`src/design/swmm_pkg.sv`:
```
// Shared constants and types of the sliding-window minimum/maximum filter.
`default_nettype none

package swmm_pkg;

  localparam int WINDOW_MAX_DEF  = 64;
  localparam int SAMPLE_BITS_DEF = 16;
  localparam int CFG_W           = 7;
  localparam logic [CFG_W-1:0] WINDOW_LENGTH_RST = CFG_W'(1);

  typedef struct packed {
    logic shift;
    logic last;
    logic drain;
  } swmm_cell_ctl_t;

endpackage

`default_nettype wire

```
`src/design/swmm_cell.sv`:
```
// One cell of the window line: a stored sample plus a stage of the extreme-value scan.
`default_nettype none

module swmm_cell #(
  parameter int SAMPLE_BITS = swmm_pkg::SAMPLE_BITS_DEF
) (
  input  wire logic                          clk,
  input  wire logic                          rst_n,
  input  wire swmm_pkg::swmm_cell_ctl_t      ctl,
  input  wire logic signed [SAMPLE_BITS-1:0] sample_in,
  output logic signed [SAMPLE_BITS-1:0]      sample_out,
  input  wire logic                          tok_in_vld,
  input  wire logic signed [SAMPLE_BITS-1:0] tok_in_max,
  input  wire logic signed [SAMPLE_BITS-1:0] tok_in_min,
  output logic                               tok_out_vld,
  output logic signed [SAMPLE_BITS-1:0]      tok_out_max,
  output logic signed [SAMPLE_BITS-1:0]      tok_out_min,
  output logic                               fin_vld
);

  logic signed [SAMPLE_BITS-1:0] sample_r;
  logic signed [SAMPLE_BITS-1:0] cur_sample;
  logic signed [SAMPLE_BITS-1:0] max_nxt;
  logic signed [SAMPLE_BITS-1:0] min_nxt;
  logic signed [SAMPLE_BITS-1:0] tok_max_r;
  logic signed [SAMPLE_BITS-1:0] tok_min_r;
  logic                          tok_vld_r;
  logic                          tok_vld_nxt;

  assign cur_sample  = ctl.shift ? sample_in : sample_r;
  assign max_nxt     = (cur_sample > tok_in_max) ? cur_sample : tok_in_max;
  assign min_nxt     = (cur_sample < tok_in_min) ? cur_sample : tok_in_min;
  assign tok_vld_nxt = tok_in_vld | (tok_vld_r & ctl.last & ~ctl.drain);

  always_ff @(posedge clk) begin
    if (ctl.shift) begin
      sample_r <= sample_in;
    end
    if (tok_in_vld) begin
      tok_max_r <= max_nxt;
      tok_min_r <= min_nxt;
    end
  end

  always_ff @(posedge clk) begin
    if (!rst_n) begin
      tok_vld_r <= 1'b0;
    end else begin
      tok_vld_r <= tok_vld_nxt;
    end
  end

  assign sample_out  = sample_r;
  assign tok_out_vld = tok_vld_r & ~ctl.last;
  assign tok_out_max = tok_max_r;
  assign tok_out_min = tok_min_r;
  assign fin_vld     = tok_vld_r & ctl.last;

endmodule

`default_nettype wire

```
`config.mk`:
```
export PLATFORM = sky130hd
export DESIGN_NAME = swmm_cell
export DESIGN_NICKNAME = d
export VERILOG_FILES = /design/src/design/swmm_pkg.sv /design/src/design/swmm_cell.sv
export SDC_FILE = /design/constraint.sdc
export NUM_CORES = 1
export LEC_CHECK = 0
export ABC_AREA = 0
export BUFFER_PORTS_ARGS = -buffer_cell sky130_fd_sc_hd__buf_2
export CAP_MARGIN = 15
export CORE_UTILIZATION = 51
export CTS_BUF_LIST = sky130_fd_sc_hd__clkbuf_4 sky130_fd_sc_hd__clkbuf_8 sky130_fd_sc_hd__clkbuf_16
export DETAILED_ROUTE_END_ITERATION = 8
export HOLD_SLACK_MARGIN = 0.1
export PLACE_DENSITY = 0.83
export SETUP_SLACK_MARGIN = 0.02
export SKIP_LAST_GASP = 1
export SYNTH_ARGS = -nofsm -noshare
export SYNTH_HDL_FRONTEND = slang
export SYNTH_SLANG_ARGS = --single-unit
```
`constraint.sdc`:
```
create_clock -name clk -period 3.95 [get_ports clk]
set_input_delay 0.1975 -clock clk [delete_from_list [all_inputs] [get_ports clk]]
set_output_delay 0.1975 -clock clk [all_outputs]
set_load 0.005 [all_outputs]
```
-- Word-level counts from Yosys, hierarchy flattened
Cells that the tools add are included.
- flip-flop bits (word level): 49
- input port bits: 54
- output and inout bits: 50
- logic and storage cells: 15
- order comparisons: 2
- multiplexer cells: 3
- bitwise operators: 6
- operators with widths (kind ; number):
    16-bit two-way mux ; 3
    16-bit > comparator ; 1
    16-bit < comparator ; 1
    1-bit bitwise AND ; 3
    1-bit NOT ; 2
    1-bit bitwise OR ; 1

-- Depth between registers and ports, before layout
- depth in word-level cells: 3
- mapped depth: 12
- gate-level depth less buffers: 8

-- Worst setup path after synthesis
OpenSTA, ideal clock, no wires.
- path kind: in2reg
- from: input ctl[2] (netlist bit)
- to: register tok_max_r[10] (netlist: tok_out_max[10]), data pin
- setup time: 0.260 ns
- arrival time: 3.054 ns
- data required time: 3.690 ns
- slack: 0.636 ns
- cell stages on the path: 11
- path buffers: 3
- path through: buf_4 clkbuf_1 mux2_2 ha_1 nand2_1 or3_4 a2111o_1 a21o_1 o211ai_4 buf_12 mux2_4
- cells in the longest elaborated chain, start to end: 3
- RTL lines (item ; line ; source):
    start: declaration ; swmm_cell.sv:9 ; input wire swmm_pkg::swmm_cell_ctl_t ctl,
    16-bit two-way mux ; n/a ;
    named net cur_sample[15] ; swmm_cell.sv:22 ; logic signed [SAMPLE_BITS-1:0] cur_sample;
    16-bit > comparator ; swmm_cell.sv:31 ; assign max_nxt = (cur_sample > tok_in_max) ? cur_sample : tok_in_max;
    16-bit two-way mux ; swmm_cell.sv:31 ;
    named net max_nxt[10] ; swmm_cell.sv:23 ; logic signed [SAMPLE_BITS-1:0] max_nxt;
    end signal: assignment ; swmm_cell.sv:40 ; tok_max_r <= max_nxt;
    end: declaration ; swmm_cell.sv:25 ; logic signed [SAMPLE_BITS-1:0] tok_max_r;
The timed path passes the listed nets, and every way through them passes these cells.
A chain may end at the register's enable or synchronous reset.

-- Final worst setup path
- from: input ctl[2] (netlist bit)
- to: register tok_max_r[15] (netlist: tok_out_max[15]), data pin
- cells in the longest elaborated chain, start to end: 3
- RTL lines (item ; line):
    16-bit two-way mux * ; n/a
    named net cur_sample[15] ; swmm_cell.sv:22
    16-bit > comparator ; swmm_cell.sv:31
    16-bit two-way mux * ; swmm_cell.sv:31
    named net max_nxt[15] ; swmm_cell.sv:23
Mark *: on every way through the listed nets, which the timed path passes. The rest lies on a longest branch.

==> impl_metrics.yaml <==
grt:
  antenna_found_initial: 0
  largest_net_degree_at_the_start_of_global_routing: 34
  groute.usage.overall: 0.242
  first_global_vias: 2498
  grt_pass1_wl_microns: 11700
  grt_overflow: 0
sta:
  grt_setup_unrepaired: "no"
  finalCritPeriodShare: 0.777
  timing.final.max_slew_violations: 0
  worstMarginPinSlew_ns: 0.782
  fin_setup_tns_ns: 0
  final_hold_viol_count: 0
  slew_headroom: 0.479
  finalSetupViolations: 0
  fin_skew_ns: 0.00693
  max_clock_freq_mhz: 326
  period_needed_ns: 3.07
floorplanning:
  start_util: 0.526
  io_pins: 104
  die_x_microns: 79.9
  die_y_microns: 79.9
  core.rowCount: 28
  fp.dieArea_sq_mm: 0.00638
  floorplan.core_area_sq_mm: 0.00589
setup_path:
  critical_path.n_buffers_inverters: 1
  worst-endpoint-arrival_ns: 3.13
  worstReg2RegEnd: "tok_out_max[15]$_DFFE_PP_"
  critical_path_peak_fanout: 16
  critical_path.endpoint: "tok_out_max[15]$_DFFE_PP_"
  worst-r2r-setup-slack_ns: 0.92
  critical_path.startpoint_type: "primary input"
  critical_path.endpoint_type: "flip-flop"
  cpMostUsedCell: "sky130_fd_sc_hd__mux2_2"
  worst-r2r-cell-count: 8
  timing.critical_path.cells: "buf_2 > mux2_2 > ha_1 > nand2_1 > or3_4 > a2111o_1 > a21o_1 > o211ai_4 > mux2_2"
  critPathSlowestCell: "sky130_fd_sc_hd__mux2_2"
  worstSetupStartpoint: "ctl[2]"
  worstSetupPathType: "primary input to flip-flop"
  required_ns: 4.02
  crit_cells: 9
  critical-path-max-stage-delay_ns: 0.44
  timing.rr.start: "sample_out[15]$_DFF_P_"
  cpLargestDelayFamily: "compound AO/OA/AOI/OAI gates"
clock_network:
  tritoncts.num_buffers: 5
  clock-root-buffer: "sky130_fd_sc_hd__clkbuf_8"
  cts.clk_slew.worst_paths_ns: 0.09
  cts_resized: 0
  cts.htree.levels: 2
  clk_latency_ns: 0.31
  clock_buffer_depth: 2
  cts_tree: "done"
  cts_num_sinks: 49
placed_design:
  place_hpwl_microns: 5560
  place_area_sq_mm: 0.00367
  io_buffer_count: 103
  place.detailed.instances: 448
  gp_congestion: 0.806
routing:
  initialDrtViolationCount: 135
  routedWlPerCell_microns: 16.1
  detail_route.first_pass.iterations: 4
  final_antenna_net_count: 0
  route.detailed.drc: 0
  viasPerCell: 5.56
  vias: 2539
  postRouteWirelength_microns: 7350
power:
  ir_worst_vdd_mv: 0.176
  power.share.switching: 0.303
  clock_power_share: 0.228
  switch_pwr_uw: 452
  power.internal_mw: 1.04
  p_per_area_mw_per_mm2: 394
  power_leakage_nw: 1.78
  seq_power_share: 0.439
  power.combinational.fraction: 0.333
yosys:
  combinational_family_with_the_most_area_after_synthesis: "multiplexers"
  synth-compound-area-share: 0.158
  post_synth_fa_ha_maj_area_fraction: 0.125
  synthXorXnorAreaFrac: 0
  synth_warnings: 0
  share_of_synthesized_flip_flops_with_an_asynchronous_set_or_reset: 0
  synth_cells: 276
  synthesis.nets: 361
  avgSynthCellArea_sq_um: 11.2
  yosysSeqAreaShare: 0.420
  synth_enable_flop_cells: 32
  yosys_most_used_dff: "sky130_fd_sc_hd__edfxtp_1"
  synth.area.mux_share: 0.184
  ys_seq_elements: 49
  synth.distinct_cells: 37
  area_share_of_and_or_nand_nor_cells_after_synthesis: 0.0465
  synth.cell_area_sq_mm: 0.00310
min_path:
  holdCritPathClass: "primary input to flip-flop"
layout:
  finalNonFillerCells: 457
  fraction_of_layout_instances_using_a_drive_strength_above_1: 0.401
  final_design_area_no_fill_sq_mm: 0.00379
  design.final.nets: 466
  signed_area_change_from_the_synthesized_netlist_to_the_final_layout_pct: 22.3
  fillers: 501
  antennaDiodeCount: 0
run_status:
  status: "finished clean"
job:
  cap_violations: 0
[metrics by stage]
step                      total power, mW   util  setup slack (ns)  hold slack [ns]
after floorplan                     0.999      -             0.636            0.310
after global placement               1.14  0.624             0.642            0.404
after detailed placement             1.16  0.624             0.558            0.409
after CTS                            1.50  0.643             0.892            0.195
after global routing                 1.58  0.643             0.769            0.194
final                                1.49  0.643             0.882            0.202
[worst register-to-register path, stage by stage, from the launching register on]
cell,delay [ns]
sky130_fd_sc_hd__dfxtp_1,0.33
sky130_fd_sc_hd__mux2_2,0.31
sky130_fd_sc_hd__ha_1,0.35
sky130_fd_sc_hd__nand2_1,0.07
sky130_fd_sc_hd__or3_4,0.39
sky130_fd_sc_hd__a2111o_1,0.40
sky130_fd_sc_hd__a21o_1,0.22
sky130_fd_sc_hd__o211ai_4,0.30
sky130_fd_sc_hd__mux2_2,0.42
[final cells by class]
type                            count  area [sq um]  share of cell area
Clock inverter                      1          5.00             0.00132
Tap cell                           75          93.8              0.0248
Clock buffer                        7           101              0.0268
Timing Repair Buffer              109           563               0.149
Multi-Input combinational cell    181          1590               0.420
Inverter                           35           131              0.0347
Sequential cell                    49          1300               0.344
[synthesized netlist by cell type (2+ instances only)]
| master | count | share of area |
|---|---|---|
| sky130_fd_sc_hd__inv_1 | 35 | 0.042 |
| sky130_fd_sc_hd__edfxtp_1 | 32 | 0.31 |
| sky130_fd_sc_hd__ha_1 | 31 | 0.13 |
| sky130_fd_sc_hd__a21oi_1 | 24 | 0.039 |
| sky130_fd_sc_hd__mux2_2 | 21 | 0.076 |
| sky130_fd_sc_hd__o21ai_0 | 19 | 0.031 |
| sky130_fd_sc_hd__dfxtp_1 | 17 | 0.11 |
| sky130_fd_sc_hd__mux2i_1 | 16 | 0.052 |
| sky130_fd_sc_hd__o22ai_1 | 16 | 0.032 |
| sky130_fd_sc_hd__mux2_4 | 10 | 0.049 |
| sky130_fd_sc_hd__nand2_1 | 9 | 0.011 |
| sky130_fd_sc_hd__clkbuf_1 | 7 | 0.0085 |
| sky130_fd_sc_hd__nor2b_1 | 6 | 0.012 |
| sky130_fd_sc_hd__a31oi_1 | 3 | 0.0061 |
| sky130_fd_sc_hd__nand4_1 | 3 | 0.0061 |
| sky130_fd_sc_hd__nor2_1 | 3 | 0.0036 |
| sky130_fd_sc_hd__and2_1 | 2 | 0.0040 |
| sky130_fd_sc_hd__buf_4 | 2 | 0.0048 |
| sky130_fd_sc_hd__o221ai_1 | 2 | 0.0057 |
[routing by layer]
metal,wire length (microns),share of wire,global-route usage
met1,2990,0.41,0.292
met5,0,0,0
met3,434,0.059,0.0457
met2,3860,0.52,0.438
met4,67,0.0091,0.0625
[kinds of logic (layout without fill, tap and decap cells)]
logic type / after synthesis / after routing
muxes: 48 / 48
AOI/OAI and AO/OA: 75 / 75
buffers and inverters: 46 / 152
DFF: 49 / 49
and+or+nand+nor: 27 / 27
adders and majority gates: 31 / 31
[power groups by stage]
stage               Sequential (mW)  Clock [mW]  Combinational (mW)
global route                  0.662       0.369               0.549
finish                        0.655       0.340               0.497
detailed placement            0.666           0               0.496
floorplan                     0.673           0               0.326
global placement              0.665           0               0.476
CTS                           0.656       0.345               0.498
[flip-flops by register name (all words and copies together), names as in the netlist]
| signal | count |
|---|---|
| sample_out | 16 |
| tok_out_max | 16 |
| tok_out_min | 16 |
| tok_vld_r | 1 |
[how the worst min path moves through the flow]
stage,endpoint,cells past startpoint,startpoint,slack [ns]
2_1_floorplan,tok_out_max[0]$_DFFE_PP_,0,tok_in_vld,0.31
3_3_place_gp,tok_vld_r$_SDFF_PN0_,2,rst_n,0.40
3_5_place_dp,tok_vld_r$_SDFF_PN0_,2,rst_n,0.41
5_1_grt,tok_out_max[5]$_DFFE_PP_,2,tok_in_max[5],0.19
6_report,tok_out_max[5]$_DFFE_PP_,2,tok_in_max[5],0.20
4_1_cts,tok_out_max[4]$_DFFE_PP_,2,tok_in_max[4],0.19
[timing repair]
item,4_1_cts,5_1_grt
setup buffers,0,0
endpoints found under the setup margin,0,0
hold buffers,1,0
endpoints found under the hold margin,1,0
[layout by cell type (no fill, tap or decap), drive strengths merged]
cell type and count:
a21o 1, clkbuf 7, o21bai 1, nand2 10, a2111o 1, a211oi 1
o21a 1, or3 1, a21oi 24, nand2b 1, a31oi 3, o211ai 2
edfxtp 32, o21ai 20, o2111ai 1, dlygate4sd3 1, inv 35, nor4 1
ha 31, o22ai 16, o311ai 1, dfxtp 17, nor2 3, mux2i 17
and2 2, a2111oi 1, clkinv 1, o221ai 2, nand4 3, buf 108
mux2 31, nor2b 6
Note: power is estimated with default switching activity, not from simulation.
